<file path="config.mk">
export PLATFORM = sky130hd
export DESIGN_NAME = afe_register_frame_engine_core_flat
export DESIGN_NICKNAME = d
export VERILOG_FILES = /design/src/sv/afe_rfe_pkg.sv /design/src/sv/afe_rfe_if.sv /design/src/sv/afe_register_frame_engine_core.sv /design/src/sv/afe_rfe_crc.sv /design/src/sv/afe_rfe_wbuf.sv /design/src/flat_wrapper.sv
export SDC_FILE = /design/constraint.sdc
export NUM_CORES = 1
export LEC_CHECK = 0
export ABC_AREA = 1
export BUFFER_PORTS_ARGS = -buffer_cell sky130_fd_sc_hd__clkbuf_2
export CAP_MARGIN = 25
export CORE_ASPECT_RATIO = 1.5
export CORE_MARGIN = 8
export CORE_UTILIZATION = 45
export DETAILED_ROUTE_END_ITERATION = 16
export GPL_TIMING_DRIVEN = 0
export PLACE_DENSITY_LB_ADDON = 0.3
export SLEW_MARGIN = 0
export SYNTH_ARGS = -nofsm -noshare
export SYNTH_HDL_FRONTEND = slang
export SYNTH_SLANG_ARGS = --single-unit
</file>
<file path="constraint.sdc">
create_clock -name clk -period 7.6 [get_ports clk]
set_input_delay 0.76 -clock clk [delete_from_list [all_inputs] [get_ports clk]]
set_output_delay 0.76 -clock clk [all_outputs]
set_load 0.01 [all_outputs]
</file>
<file path="src/sv/afe_rfe_pkg.sv">
`default_nettype none
// ----------------------------------------------------------------------------
// afe_rfe_pkg
// Shared widths, command, kind and status codes, and types for the register
// frame engine.
// ----------------------------------------------------------------------------
package afe_rfe_pkg;

  localparam int CMD_W  = 2;
  localparam int ADDR_W = 8;
  localparam int CNT_W  = 6;
  localparam int DATA_W = 16;
  localparam int BYTE_W = 8;
  localparam int KIND_W = 2;
  localparam int IDX_W  = 5;
  localparam int STAT_W = 2;

  // commands
  localparam logic [CMD_W-1:0] CMD_READ   = 2'd0;
  localparam logic [CMD_W-1:0] CMD_WRITE  = 2'd1;
  localparam logic [CMD_W-1:0] CMD_RXBYTE = 2'd2;

  // result kinds
  localparam logic [KIND_W-1:0] KIND_TX     = 2'd0;
  localparam logic [KIND_W-1:0] KIND_WORD   = 2'd1;
  localparam logic [KIND_W-1:0] KIND_STATUS = 2'd2;

  // status codes
  localparam logic [STAT_W-1:0] ST_OK        = 2'd0;
  localparam logic [STAT_W-1:0] ST_CRC_ERR   = 2'd1;
  localparam logic [STAT_W-1:0] ST_BAD_COUNT = 2'd2;
  localparam logic [STAT_W-1:0] ST_IDLE_BYTE = 2'd3;

  localparam logic [BYTE_W-1:0] CRC_POLY = 8'h07;

  typedef struct packed {
    logic [KIND_W-1:0] result_kind;
    logic [BYTE_W-1:0] tx_byte;
    logic [DATA_W-1:0] read_word;
    logic [IDX_W-1:0]  word_index;
    logic [STAT_W-1:0] status;
    logic              last;
  } out_item_t;

  typedef struct packed {
    logic clear;
    logic shift;
    logic din;
  } crc_ctl_t;

  // one msb-first step of crc-8
  function automatic logic [BYTE_W-1:0] crc_bit(input logic [BYTE_W-1:0] crc,
                                                input logic din);
    return {crc[BYTE_W-2:0], 1'b0} ^ ((crc[BYTE_W-1] ^ din) ? CRC_POLY : 8'h00);
  endfunction

endpackage
`default_nettype wire

</file>
<file path="src/sv/afe_rfe_if.sv">
`default_nettype none
// ----------------------------------------------------------------------------
// afe_rfe_if
// Valid/ready channels of the register frame engine: command input and
// result output.
// ----------------------------------------------------------------------------
interface afe_rfe_in_if;
  logic                           valid;
  logic                           ready;
  logic [afe_rfe_pkg::CMD_W-1:0]  command;
  logic [afe_rfe_pkg::ADDR_W-1:0] reg_addr;
  logic [afe_rfe_pkg::CNT_W-1:0]  word_count;
  logic [afe_rfe_pkg::DATA_W-1:0] write_data;
  logic [afe_rfe_pkg::BYTE_W-1:0] rx_byte;

  modport source (output valid, command, reg_addr, word_count, write_data, rx_byte,
                  input ready);
  modport sink   (input valid, command, reg_addr, word_count, write_data, rx_byte,
                  output ready);
endinterface

interface afe_rfe_out_if;
  logic                           valid;
  logic                           ready;
  logic [afe_rfe_pkg::KIND_W-1:0] result_kind;
  logic [afe_rfe_pkg::BYTE_W-1:0] tx_byte;
  logic [afe_rfe_pkg::DATA_W-1:0] read_word;
  logic [afe_rfe_pkg::IDX_W-1:0]  word_index;
  logic [afe_rfe_pkg::STAT_W-1:0] status;
  logic                           last;

  modport source (output valid, result_kind, tx_byte, read_word, word_index, status, last,
                  input ready);
  modport sink   (input valid, result_kind, tx_byte, read_word, word_index, status, last,
                  output ready);
endinterface
`default_nettype wire

</file>
<file path="src/sv/afe_register_frame_engine_core.sv">
`default_nettype none
// ----------------------------------------------------------------------------
// afe_register_frame_engine_core
// Builds crc-8 protected register write frames and read headers for an analog front
// end and checks read replies, replaying the stored words on a good crc.
// ----------------------------------------------------------------------------
//  channel    dir  handshake    carries
//  in_chan    in   valid/ready  command, reg_addr, word_count, write_data, rx_byte
//  out_chan   out  valid/ready  result_kind, tx_byte, read_word, word_index, status, last
//
// crc runs one bit per cycle: a write covers 24 header and data bits, then four tx bytes
// a read start covers 16 header bits then two header bytes, a reply byte 8 bits
// a good final crc replays the burst, each word fetched then emitted, a status goes out alone
// input is ready only when idle, so a stalled output holds the engine in place
// reset is synchronous active low and leaves the engine idle, no read pending
// ----------------------------------------------------------------------------
module afe_register_frame_engine_core #(
  parameter int MAX_WORDS = 32
) (
  input  wire logic     clk,
  input  wire logic     rst_n,
  afe_rfe_in_if.sink    in_chan,
  afe_rfe_out_if.source out_chan
);
  import afe_rfe_pkg::*;

  localparam int AW = (MAX_WORDS > 1) ? $clog2(MAX_WORDS) : 1;
  localparam logic [CNT_W:0] MAX_CNT = (CNT_W + 1)'(MAX_WORDS);

  localparam logic [2:0] S_IDLE   = 3'd0;
  localparam logic [2:0] S_CRC    = 3'd1;
  localparam logic [2:0] S_EVAL   = 3'd2;
  localparam logic [2:0] S_TX     = 3'd3;
  localparam logic [2:0] S_STAT   = 3'd4;
  localparam logic [2:0] S_RFETCH = 3'd5;
  localparam logic [2:0] S_RWORD  = 3'd6;

  logic [2:0]        state_r, state_nxt;
  logic [CMD_W-1:0]  op_r, op_nxt;
  logic [23:0]       sh_r, sh_nxt;
  logic [4:0]        bits_r, bits_nxt;
  logic [31:0]       emit_r, emit_nxt;
  logic [2:0]        left_r, left_nxt;
  logic [STAT_W-1:0] stat_r, stat_nxt;
  logic              reading_r, reading_nxt;
  logic [CNT_W:0]    pos_r, pos_nxt;
  logic [CNT_W-1:0]  we_r, we_nxt;
  logic [BYTE_W-1:0] high_r, high_nxt;
  logic              final_r, final_nxt;
  logic [AW-1:0]     rd_idx_r, rd_idx_nxt;
  out_item_t         out_r, out_nxt;
  logic              out_valid_r, out_valid_nxt;

  crc_ctl_t          crc_ctl;
  logic [BYTE_W-1:0] crc;

  logic              wr_en, rd_en;
  logic [AW-1:0]     wr_addr, rd_addr;
  logic [DATA_W-1:0] wr_data, rd_data;

  logic              accept, out_free, bad_count, word_last;
  logic [BYTE_W-1:0] hdr_w, hdr_r0, hdr_r1;
  logic [CNT_W-1:0]  cnt_m1;

  afe_rfe_crc u_crc (
    .clk   (clk),
    .rst_n (rst_n),
    .ctl   (crc_ctl),
    .crc   (crc)
  );

  afe_rfe_wbuf #(
    .DEPTH (MAX_WORDS),
    .AW    (AW),
    .DW    (DATA_W)
  ) u_wbuf (
    .clk     (clk),
    .wr_en   (wr_en),
    .wr_addr (wr_addr),
    .wr_data (wr_data),
    .rd_en   (rd_en),
    .rd_addr (rd_addr),
    .rd_data (rd_data)
  );

  assign in_chan.ready = (state_r == S_IDLE);
  assign accept        = in_chan.valid && in_chan.ready;
  assign out_free      = !out_valid_r || out_chan.ready;

  assign cnt_m1    = in_chan.word_count - CNT_W'(1);
  assign hdr_w     = {in_chan.reg_addr[6:0], 1'b1};
  assign hdr_r0    = {in_chan.reg_addr[6:0], 1'b0};
  assign hdr_r1    = {in_chan.reg_addr[7], 2'b00, cnt_m1[4:0]};
  assign bad_count = (in_chan.word_count == '0) || ({1'b0, in_chan.word_count} > MAX_CNT);
  assign word_last = ((CNT_W'(rd_idx_r) + CNT_W'(1)) == we_r);

  always_comb begin
    state_nxt     = state_r;
    op_nxt        = op_r;
    sh_nxt        = sh_r;
    bits_nxt      = bits_r;
    emit_nxt      = emit_r;
    left_nxt      = left_r;
    stat_nxt      = stat_r;
    reading_nxt   = reading_r;
    pos_nxt       = pos_r;
    we_nxt        = we_r;
    high_nxt      = high_r;
    final_nxt     = final_r;
    rd_idx_nxt    = rd_idx_r;
    out_nxt       = out_r;
    out_valid_nxt = out_valid_r;
    crc_ctl       = '0;
    wr_en         = 1'b0;
    wr_addr       = pos_r[AW:1];
    wr_data       = {high_r, in_chan.rx_byte};
    rd_en         = 1'b0;
    rd_addr       = rd_idx_r;

    if (out_valid_r && out_chan.ready) begin
      out_valid_nxt = 1'b0;
    end

    case (state_r)
      S_IDLE: begin
        if (accept) begin
          case (in_chan.command)
            CMD_WRITE: begin
              reading_nxt   = 1'b0;
              sh_nxt        = {hdr_w, in_chan.write_data};
              emit_nxt      = {hdr_w, in_chan.write_data, 8'h00};
              bits_nxt      = 5'd24;
              op_nxt        = CMD_WRITE;
              crc_ctl.clear = 1'b1;
              state_nxt     = S_CRC;
            end
            CMD_READ: begin
              reading_nxt = 1'b0;
              if (bad_count) begin
                stat_nxt  = ST_BAD_COUNT;
                state_nxt = S_STAT;
              end else begin
                sh_nxt        = {hdr_r0, hdr_r1, 8'h00};
                emit_nxt      = {hdr_r0, hdr_r1, 16'h0000};
                bits_nxt      = 5'd16;
                op_nxt        = CMD_READ;
                crc_ctl.clear = 1'b1;
                we_nxt        = in_chan.word_count;
                pos_nxt       = '0;
                high_nxt      = '0;
                reading_nxt   = 1'b1;
                state_nxt     = S_CRC;
              end
            end
            CMD_RXBYTE: begin
              if (!reading_r) begin
                stat_nxt  = ST_IDLE_BYTE;
                state_nxt = S_STAT;
              end else begin
                sh_nxt    = {in_chan.rx_byte, 16'h0000};
                bits_nxt  = 5'd8;
                op_nxt    = CMD_RXBYTE;
                final_nxt = (pos_r == {we_r, 1'b0});
                pos_nxt   = pos_r + (CNT_W + 1)'(1);
                state_nxt = S_CRC;
                if (pos_r == {we_r, 1'b0}) begin
                  reading_nxt = 1'b0;
                end else if (pos_r[0]) begin
                  wr_en = 1'b1;
                end else begin
                  high_nxt = in_chan.rx_byte;
                end
              end
            end
            default: begin
            end
          endcase
        end
      end
      S_CRC: begin
        crc_ctl.shift = 1'b1;
        crc_ctl.din   = sh_r[23];
        sh_nxt        = {sh_r[22:0], 1'b0};
        bits_nxt      = bits_r - 5'd1;
        if (bits_r == 5'd1) begin
          state_nxt = S_EVAL;
        end
      end
      S_EVAL: begin
        case (op_r)
          CMD_WRITE: begin
            emit_nxt  = {emit_r[31:8], crc};
            left_nxt  = 3'd4;
            state_nxt = S_TX;
          end
          CMD_READ: begin
            left_nxt  = 3'd2;
            state_nxt = S_TX;
          end
          default: begin
            if (!final_r) begin
              state_nxt = S_IDLE;
            end else if (crc != '0) begin
              stat_nxt  = ST_CRC_ERR;
              state_nxt = S_STAT;
            end else begin
              rd_idx_nxt = '0;
              state_nxt  = S_RFETCH;
            end
          end
        endcase
      end
      S_TX: begin
        if (out_free) begin
          out_nxt.result_kind = KIND_TX;
          out_nxt.tx_byte     = emit_r[31:24];
          out_nxt.read_word   = '0;
          out_nxt.word_index  = '0;
          out_nxt.status      = ST_OK;
          out_nxt.last        = (left_r == 3'd1);
          out_valid_nxt       = 1'b1;
          emit_nxt            = {emit_r[23:0], 8'h00};
          left_nxt            = left_r - 3'd1;
          if (left_r == 3'd1) begin
            state_nxt = S_IDLE;
          end
        end
      end
      S_STAT: begin
        if (out_free) begin
          out_nxt.result_kind = KIND_STATUS;
          out_nxt.tx_byte     = '0;
          out_nxt.read_word   = '0;
          out_nxt.word_index  = '0;
          out_nxt.status      = stat_r;
          out_nxt.last        = 1'b1;
          out_valid_nxt       = 1'b1;
          state_nxt           = S_IDLE;
        end
      end
      S_RFETCH: begin
        rd_en     = 1'b1;
        state_nxt = S_RWORD;
      end
      S_RWORD: begin
        if (out_free) begin
          out_nxt.result_kind = KIND_WORD;
          out_nxt.tx_byte     = '0;
          out_nxt.read_word   = rd_data;
          out_nxt.word_index  = IDX_W'(rd_idx_r);
          out_nxt.status      = ST_OK;
          out_nxt.last        = word_last;
          out_valid_nxt       = 1'b1;
          if (word_last) begin
            state_nxt = S_IDLE;
          end else begin
            rd_idx_nxt = rd_idx_r + AW'(1);
            state_nxt  = S_RFETCH;
          end
        end
      end
      default: begin
        state_nxt = S_IDLE;
      end
    endcase
  end

  always_ff @(posedge clk) begin
    if (!rst_n) begin
      state_r     <= S_IDLE;
      reading_r   <= 1'b0;
      out_valid_r <= 1'b0;
      pos_r       <= '0;
      we_r        <= '0;
      bits_r      <= '0;
      left_r      <= '0;
      high_r      <= '0;
    end else begin
      state_r     <= state_nxt;
      reading_r   <= reading_nxt;
      out_valid_r <= out_valid_nxt;
      pos_r       <= pos_nxt;
      we_r        <= we_nxt;
      bits_r      <= bits_nxt;
      left_r      <= left_nxt;
      high_r      <= high_nxt;
    end
  end

  always_ff @(posedge clk) begin
    op_r     <= op_nxt;
    sh_r     <= sh_nxt;
    emit_r   <= emit_nxt;
    stat_r   <= stat_nxt;
    final_r  <= final_nxt;
    rd_idx_r <= rd_idx_nxt;
    out_r    <= out_nxt;
  end

  assign out_chan.valid       = out_valid_r;
  assign out_chan.result_kind = out_r.result_kind;
  assign out_chan.tx_byte     = out_r.tx_byte;
  assign out_chan.read_word   = out_r.read_word;
  assign out_chan.word_index  = out_r.word_index;
  assign out_chan.status      = out_r.status;
  assign out_chan.last        = out_r.last;

  // reply position never runs past the crc byte of the burst
  a_pos_bound: assert property (@(posedge clk) disable iff (!rst_n)
    reading_r |-> (pos_r <= {we_r, 1'b0}))
    else $error("reply position beyond burst length");

  // a pending read always has a legal word count
  a_we_range: assert property (@(posedge clk) disable iff (!rst_n)
    reading_r |-> ((we_r != '0) && ({1'b0, we_r} <= MAX_CNT)))
    else $error("pending read with illegal word count");

  // a write request starts the 24-bit crc pass
  a_write_start: assert property (@(posedge clk) disable iff (!rst_n)
    (accept && (in_chan.command == CMD_WRITE)) |=> ((state_r == S_CRC) && (bits_r == 5'd24)))
    else $error("write request did not start crc pass");

  // the crc byte of a reply ends the pending read
  a_final_ends: assert property (@(posedge clk) disable iff (!rst_n)
    (accept && (in_chan.command == CMD_RXBYTE) && reading_r && (pos_r == {we_r, 1'b0}))
      |=> !reading_r)
    else $error("read still pending after crc byte");

  // replay never indexes past the burst
  a_replay_idx: assert property (@(posedge clk) disable iff (!rst_n)
    (state_r == S_RWORD) |-> (CNT_W'(rd_idx_r) < we_r))
    else $error("replay index beyond burst");

endmodule
`default_nettype wire

</file>
<file path="src/sv/afe_rfe_crc.sv">
`default_nettype none
// ----------------------------------------------------------------------------
// afe_rfe_crc
// Bit-serial crc-8 register, polynomial 0x07, one bit per cycle msb first while shift is set.
// ----------------------------------------------------------------------------
module afe_rfe_crc (
  input  wire logic                           clk,
  input  wire logic                           rst_n,
  input  wire afe_rfe_pkg::crc_ctl_t          ctl,
  output logic [afe_rfe_pkg::BYTE_W-1:0]      crc
);
  import afe_rfe_pkg::*;

  logic [BYTE_W-1:0] crc_r, crc_nxt;

  always_comb begin
    crc_nxt = crc_r;
    if (ctl.clear) begin
      crc_nxt = '0;
    end else if (ctl.shift) begin
      crc_nxt = crc_bit(crc_r, ctl.din);
    end
  end

  always_ff @(posedge clk) begin
    if (!rst_n) begin
      crc_r <= '0;
    end else begin
      crc_r <= crc_nxt;
    end
  end

  assign crc = crc_r;

endmodule
`default_nettype wire

</file>
<file path="src/sv/afe_rfe_wbuf.sv">
`default_nettype none
// ----------------------------------------------------------------------------
// afe_rfe_wbuf
// Word buffer for a read burst: one write port, one registered read port.
// ----------------------------------------------------------------------------
module afe_rfe_wbuf #(
  parameter int DEPTH = 32,
  parameter int AW    = 5,
  parameter int DW    = 16
) (
  input  wire logic          clk,
  input  wire logic          wr_en,
  input  wire logic [AW-1:0] wr_addr,
  input  wire logic [DW-1:0] wr_data,
  input  wire logic          rd_en,
  input  wire logic [AW-1:0] rd_addr,
  output logic      [DW-1:0] rd_data
);

  logic [DW-1:0] mem [DEPTH];

  always_ff @(posedge clk) begin
    if (wr_en) begin
      mem[wr_addr] <= wr_data;
    end
  end

  always_ff @(posedge clk) begin
    if (rd_en) begin
      rd_data <= mem[rd_addr];
    end
  end

endmodule
`default_nettype wire
</file>
<file path="src/flat_wrapper.sv">
// flat-port wrapper written by rule: the top's interface ports become plain ports
module afe_register_frame_engine_core_flat import afe_rfe_pkg::*;
#(
  parameter int MAX_WORDS = 32
)
  (clk, rst_n, in_chan_valid, in_chan_command, in_chan_reg_addr, in_chan_word_count, in_chan_write_data, in_chan_rx_byte, in_chan_ready, out_chan_valid, out_chan_result_kind, out_chan_tx_byte, out_chan_read_word, out_chan_word_index, out_chan_status, out_chan_last, out_chan_ready);
  afe_rfe_in_if in_chan_i ();
  afe_rfe_out_if out_chan_i ();
  input  wire logic clk;
  input  wire logic rst_n;
  input wire logic [$bits(in_chan_i.valid)-1:0] in_chan_valid;
  input wire logic [$bits(in_chan_i.command)-1:0] in_chan_command;
  input wire logic [$bits(in_chan_i.reg_addr)-1:0] in_chan_reg_addr;
  input wire logic [$bits(in_chan_i.word_count)-1:0] in_chan_word_count;
  input wire logic [$bits(in_chan_i.write_data)-1:0] in_chan_write_data;
  input wire logic [$bits(in_chan_i.rx_byte)-1:0] in_chan_rx_byte;
  output wire logic [$bits(in_chan_i.ready)-1:0] in_chan_ready;
  output wire logic [$bits(out_chan_i.valid)-1:0] out_chan_valid;
  output wire logic [$bits(out_chan_i.result_kind)-1:0] out_chan_result_kind;
  output wire logic [$bits(out_chan_i.tx_byte)-1:0] out_chan_tx_byte;
  output wire logic [$bits(out_chan_i.read_word)-1:0] out_chan_read_word;
  output wire logic [$bits(out_chan_i.word_index)-1:0] out_chan_word_index;
  output wire logic [$bits(out_chan_i.status)-1:0] out_chan_status;
  output wire logic [$bits(out_chan_i.last)-1:0] out_chan_last;
  input wire logic [$bits(out_chan_i.ready)-1:0] out_chan_ready;
  assign in_chan_i.valid = in_chan_valid;
  assign in_chan_i.command = in_chan_command;
  assign in_chan_i.reg_addr = in_chan_reg_addr;
  assign in_chan_i.word_count = in_chan_word_count;
  assign in_chan_i.write_data = in_chan_write_data;
  assign in_chan_i.rx_byte = in_chan_rx_byte;
  assign in_chan_ready = in_chan_i.ready;
  assign out_chan_valid = out_chan_i.valid;
  assign out_chan_result_kind = out_chan_i.result_kind;
  assign out_chan_tx_byte = out_chan_i.tx_byte;
  assign out_chan_read_word = out_chan_i.read_word;
  assign out_chan_word_index = out_chan_i.word_index;
  assign out_chan_status = out_chan_i.status;
  assign out_chan_last = out_chan_i.last;
  assign out_chan_i.ready = out_chan_ready;
  afe_register_frame_engine_core #(.MAX_WORDS(MAX_WORDS)) u_core (.clk(clk), .rst_n(rst_n), .in_chan(in_chan_i), .out_chan(out_chan_i));
endmodule
</file>
==> report_table.html <==
<table>
<tr><th>Metric</th><th>Value</th></tr>
<tr><th colspan="2">STA</th></tr>
<tr><td>Unrepaired setup endpoints after global routing</td><td>no</td></tr>
<tr><td>Setup tns final</td><td>0 ns</td></tr>
<tr><td>Relative max-transition margin</td><td>between 20% and 30%</td></tr>
<tr><td>Setup Viol. Count Final</td><td>0</td></tr>
<tr><td>Achievable frequency</td><td>0.315 GHz</td></tr>
<tr><td>Worst Skew</td><td>between 0.02 and 0.03 ns</td></tr>
<tr><td>Number of failing hold endpoints at the final stage</td><td>0</td></tr>
<tr><td>Min Tclk post-route</td><td>about 3.2 ns</td></tr>
<tr><td>Pins Over Slew Limit</td><td>0</td></tr>
<tr><td>Final period util</td><td>a little over two fifths</td></tr>
<tr><td>Actual slew at the worst max-slew pin</td><td>approximately 1.1 ns</td></tr>
<tr><th colspan="2">Global routing</th></tr>
<tr><td>Via count of the first global-routing pass</td><td>17.9k</td></tr>
<tr><td>Initial antenna violation count</td><td>0</td></tr>
<tr><td>GRT Util Overall</td><td>around 23%</td></tr>
<tr><td>Largest net degree at the start of global routing</td><td>35</td></tr>
<tr><td>Global-route wire length before repair</td><td>117 mm</td></tr>
<tr><td>Global-route congestion overflow total</td><td>0</td></tr>
<tr><th colspan="2">Floorplan</th></tr>
<tr><td>Initial Utilization</td><td>a little under half</td></tr>
<tr><td>Core outline area</td><td>roughly 60000 um^2</td></tr>
<tr><td>Horizontal die dimension</td><td>between 200 and 250 um</td></tr>
<tr><td>Die area</td><td>between 60000 and 70000 um^2</td></tr>
<tr><td>Number of rows in the core area</td><td>110</td></tr>
<tr><td>Number of top-level pins</td><td>80</td></tr>
<tr><td>Die Span Y</td><td>317 um</td></tr>
<tr><th colspan="2">CTS</th></tr>
<tr><td>Clock root buffer master</td><td>sky130_fd_sc_hd__clkbuf_16</td></tr>
<tr><td>TritonCTS clock tree</td><td>done</td></tr>
<tr><td>CTS buffer count</td><td>59</td></tr>
<tr><td>Clock insertion delay at the later pin of the skew report</td><td>about 0.63 ns</td></tr>
<tr><td>Post_cts resized</td><td>0</td></tr>
<tr><td>Hold-fix buffer count after cts</td><td>0</td></tr>
<tr><td>Postcts setup bufs</td><td>0</td></tr>
<tr><td>Clock transition at the register clock pins on the worst setup and hold paths after CTS</td><td>approximately 0.070 ns</td></tr>
<tr><td>Clk buf depth</td><td>3</td></tr>
<tr><td>Sink count of the clock tree</td><td>670</td></tr>
<tr><td>Clock H-tree levels</td><td>2</td></tr>
<tr><th colspan="2">Synthesis</th></tr>
<tr><td>Fraction of the yosys area taken by sequential cells</td><td>72.3%</td></tr>
<tr><td>Number of synthesized flops with an enable pin</td><td>~630</td></tr>
<tr><td>Dominant combinational cell family by area after synthesis</td><td>simple AND/OR/NAND/NOR gates</td></tr>
<tr><td>Cell variety after synth</td><td>43</td></tr>
<tr><td>Syn nets</td><td>2270</td></tr>
<tr><td>Post-Synthesis Mean Instance Area</td><td>between 10 and 15 um^2</td></tr>
<tr><td>Fraction of registers with async set/reset</td><td>0%</td></tr>
<tr><td>Compound-Gate Fraction of Synth Area</td><td>between 10% and 20%</td></tr>
<tr><td>Simple-gate share of the synthesized area</td><td>a little over a tenth</td></tr>
<tr><td>Synth Area in Adders</td><td>0.505%</td></tr>
<tr><td>Post-synthesis register bit count</td><td>670</td></tr>
<tr><td>Cell type with the highest aggregate area in the netlist</td><td>sky130_fd_sc_hd__edfxtp_1</td></tr>
<tr><td>Total standard cell area after synthesis</td><td>about 27000 um^2</td></tr>
<tr><td>Top cells by area in the synthesized netlist</td><td>sky130_fd_sc_hd__edfxtp_1, sky130_fd_sc_hd__nand2_1, sky130_fd_sc_hd__o21ai_0, sky130_fd_sc_hd__nor2_1, sky130_fd_sc_hd__dfxtp_1</td></tr>
<tr><td>Instance count of the mapped netlist</td><td>roughly 2.2k</td></tr>
<tr><td>Main flop type after synthesis</td><td>sky130_fd_sc_hd__edfxtp_1</td></tr>
<tr><td>Proportion of synthesized area in mux cells</td><td>~2.4%</td></tr>
<tr><td>Top-area cell type share of the netlist area</td><td>slightly below 70%</td></tr>
<tr><td>Total of warnings raised by yosys</td><td>0</td></tr>
<tr><td>Xor-xnor portion of the synthesized cell area</td><td>less than 1%</td></tr>
<tr><th colspan="2">Setup path</th></tr>
<tr><td>Maximum fanout encountered on the critical timing path</td><td>10</td></tr>
<tr><td>Startpoint kind of the worst setup timing path</td><td>register</td></tr>
<tr><td>Slowest stage cell on the critical path</td><td>sky130_fd_sc_hd__clkbuf_1</td></tr>
<tr><td>Most common cell on crit path</td><td>sky130_fd_sc_hd__buf_2</td></tr>
<tr><td>Biggest cell delay along the critical path</td><td>0.85 ns</td></tr>
<tr><td>Critical Path RT</td><td>7.99 ns</td></tr>
<tr><td>Crit path kind</td><td>reg2reg</td></tr>
<tr><td>Critical path, cell by cell</td><td>buf_2, buf_2, clkbuf_1, nor2_1, o22ai_1, nand2_1, o211ai_1, nand3_1, o31ai_1</td></tr>
<tr><td>Sort of element at the end of the critical path</td><td>register</td></tr>
<tr><td>Depth of the worst register-to-register path</td><td>9</td></tr>
<tr><td>Data arrival time of the critical path</td><td>3.57 ns</td></tr>
<tr><th colspan="2">Final layout</th></tr>
<tr><td>Share of cells above drive strength 1</td><td>13.0%</td></tr>
<tr><td>Area Overhead vs Synth</td><td>14.8%</td></tr>
<tr><td>Final standard cell utilization of the core</td><td>approximately 52%</td></tr>
<tr><td>Net count of the finished layout</td><td>approximately 2.4k</td></tr>
<tr><td>Filler cells</td><td>approximately 5.2k</td></tr>
<tr><td>Diodes inserted</td><td>0</td></tr>
<tr><th colspan="2">Min path</th></tr>
<tr><td>Number of instances on the worst hold path</td><td>3</td></tr>
<tr><td>Type of the worst min-delay path</td><td>in2reg</td></tr>
<tr><th colspan="2">Status</th></tr>
<tr><td>Status</td><td>complete, no violations</td></tr>
<tr><th colspan="2">Pwr</th></tr>
<tr><td>Switching share of total power</td><td>about 24%</td></tr>
<tr><td>Static Leak</td><td>~11 nW</td></tr>
<tr><td>Clock network power share</td><td>37.1%</td></tr>
<tr><td>Sw power</td><td>slightly below 2 mW</td></tr>
<tr><td>Proportion of power drawn by combinational gates</td><td>a little under a tenth</td></tr>
<tr><td>Internal Power</td><td>around 6.1 mW</td></tr>
<tr><td>Flop pwr share</td><td>around 54%</td></tr>
<tr><td>P per Cell Area</td><td>between 200 and 300 nW/um^2</td></tr>
<tr><td>VDD IR-drop max</td><td>about 0.21 mV</td></tr>
<tr><th colspan="2">Routing</th></tr>
<tr><td>DRC violations left</td><td>0</td></tr>
<tr><td>Post-route ant nets</td><td>0</td></tr>
<tr><td>Initial DRC Count</td><td>1613</td></tr>
<tr><td>WL per Instance</td><td>25.2 um</td></tr>
<tr><td>Via count</td><td>approximately 18k</td></tr>
<tr><td>Total routed wirelength</td><td>roughly 81 mm</td></tr>
<tr><td>Number of detailed-routing iterations run before antenna repair</td><td>5</td></tr>
<tr><td>Via density</td><td>5.64</td></tr>
<tr><th colspan="2">Place</th></tr>
<tr><td>IO Port Bufs</td><td>78</td></tr>
<tr><td>Weighted congestion at the end of routability-driven global placement</td><td>about 1.1</td></tr>
<tr><td>Dpl hpwl</td><td>approximately 58 mm</td></tr>
<tr><th colspan="2">Run</th></tr>
<tr><td>Max Cap Viol</td><td>0</td></tr>
</table>
-- critical path: cells and delay by family, from the launching register on --
family / cells / cell delay, ns
compound gates: 3 / 0.63
flops: 1 / 0.35
buf+inv: 3 / 1.62
simple gates: 3 / 0.36
-- layer usage --
metal / vias to the layer above / share of wire (%) / GRT usage, %
li1: 8284 / - / -
met2: 797 / 50 / 41.0
met1: 8922 / 36 / 26.2
met4: 0 / 7.1 / 14.7
met3: 182 / 6.5 / 3.45
met5: - / 0 / 0
-- cell usage after synthesis (2+ instances only) --
cell,instances
sky130_fd_sc_hd__o22ai_1,64
sky130_fd_sc_hd__a22o_1,3
sky130_fd_sc_hd__a21o_1,3
sky130_fd_sc_hd__inv_2,9
sky130_fd_sc_hd__a311oi_1,2
sky130_fd_sc_hd__mux2i_1,64
sky130_fd_sc_hd__dfxtp_1,42
sky130_fd_sc_hd__a211oi_1,3
sky130_fd_sc_hd__nand4_1,14
sky130_fd_sc_hd__o31ai_1,13
sky130_fd_sc_hd__a21oi_1,146
sky130_fd_sc_hd__nor2_4,4
sky130_fd_sc_hd__nor2_2,5
sky130_fd_sc_hd__nand3_1,50
sky130_fd_sc_hd__buf_6,2
sky130_fd_sc_hd__ha_1,11
sky130_fd_sc_hd__buf_1,11
sky130_fd_sc_hd__clkbuf_1,51
sky130_fd_sc_hd__nor3_1,5
sky130_fd_sc_hd__o211ai_1,38
sky130_fd_sc_hd__clkinv_1,4
sky130_fd_sc_hd__buf_2,48
sky130_fd_sc_hd__xor2_1,6
sky130_fd_sc_hd__nand2_2,8
sky130_fd_sc_hd__nor2_1,251
sky130_fd_sc_hd__inv_1,110
sky130_fd_sc_hd__o21ai_1,8
sky130_fd_sc_hd__buf_4,5
sky130_fd_sc_hd__nand2_1,381
sky130_fd_sc_hd__edfxtp_1,628
sky130_fd_sc_hd__o221ai_1,8
sky130_fd_sc_hd__xnor2_1,2
sky130_fd_sc_hd__o31ai_2,4
sky130_fd_sc_hd__o21ai_0,203
-- through the flow --
| stage | instance area (um^2) | worst slack [ns] | power [mW] | cells | hold slack, ns |
|---|---|---|---|---|---|
| after floorplan | 27300 | 4.72 | 4.84 | 2215 | 0.443 |
| after global placement | 28600 | 2.84 | 5.13 | 3077 | 0.455 |
| after detailed placement | 29400 | 4.31 | 5.17 | 3112 | 0.474 |
| after CTS | 31300 | 4.47 | 8.13 | 3222 | 0.425 |
| after global routing | 31300 | 4.33 | 8.34 | 3222 | 0.470 |
| final | 31300 | 4.42 | 8.10 | 3222 | 0.453 |
-- path summary, 6_finish.rpt --
path	start	end	slack [ns]
hold reg to reg	u_core.u_crc.crc[5]$_SDFFE_PP0P_	u_core.u_crc.crc[5]$_SDFFE_PP0P_	0.48
setup / recovery	u_core.rd_addr[0]$_SDFFCE_PN0P_	u_core.u_wbuf.rd_data[14]$_DFFE_PN_	4.42
hold / removal	in_chan_word_count[5]	u_core.we_r[5]$_SDFFE_PN0P_	0.45
setup reg to reg	u_core.rd_addr[0]$_SDFFCE_PN0P_	u_core.u_wbuf.rd_data[14]$_DFFE_PN_	4.42
-- final cells by class --
class                           instances  area, um^2  share of cell area (%)
Buffer                                117         533                    1.70
Clock buffer                           75        1590                    5.08
Clock inverter                         35         325                    1.04
Inverter                              125         473                    1.51
Multi-Input combinational cell       1303        6630                    21.2
Sequential cell                       670       19700                    63.0
Tap cell                              784         981                    3.14
Timing Repair Buffer                  113        1040                    3.34
-- cell families (layout without fill, tap and decap cells) --
kind of cell / after synthesis / after routing
AND/OR/NAND/NOR: 721 / 721
flip-flops: 670 / 670
AO/OA/AOI/OAI: 499 / 499
buffers and inverters: 242 / 465
multiplexers: 64 / 64
adder cells (fa/ha/maj): 11 / 11
XOR/XNOR: 8 / 8
-- power groups by stage --
stage | Sequential [mW] | Combinational, mW | Clock (mW)
finish | 4.36 | 0.742 | 3.00
global route | 4.37 | 0.811 | 3.16
CTS | 4.36 | 0.743 | 3.03
detailed placement | 4.43 | 0.738 | 0
global placement | 4.44 | 0.695 | 0
floorplan | 4.41 | 0.432 | 0
-- cell usage in the layout, fill, tap and decap left out, drive strengths merged, types with 5 or more instances in the layout --
cell    Yosys  layout
edfxtp    628     628
nand2     389     389
nor2      260     260
o21ai     211     211
clkbuf     51     204
a21oi     146     146
inv       120     122
buf        66     101
o22ai      64      64
mux2i      64      64
nand3      51      51
dfxtp      42      42
o211ai     38      38
clkinv      5      30
o31ai      17      17
nand4      14      14
ha         11      11
o221ai      8       8
xor2        6       6
bufinv      0       6
nor3        5       5
-- registers in the layout, indices dropped and copies added (netlist names), 3 cells and up --
name and cells:
u_core.bits_r 5, u_core.emit_r 32, u_core.high_r 8, u_core.left_r 3, u_core.out_chan.read_word 16, u_core.out_chan.tx_byte 8
u_core.out_chan.word_index 5, u_core.pos_r 7, u_core.rd_addr 5, u_core.sh_r 24, u_core.state_r 3, u_core.u_crc.crc 8
u_core.u_wbuf.mem 512, u_core.u_wbuf.rd_data 16, u_core.we_r 6
Power figures use the tool's default switching activity.
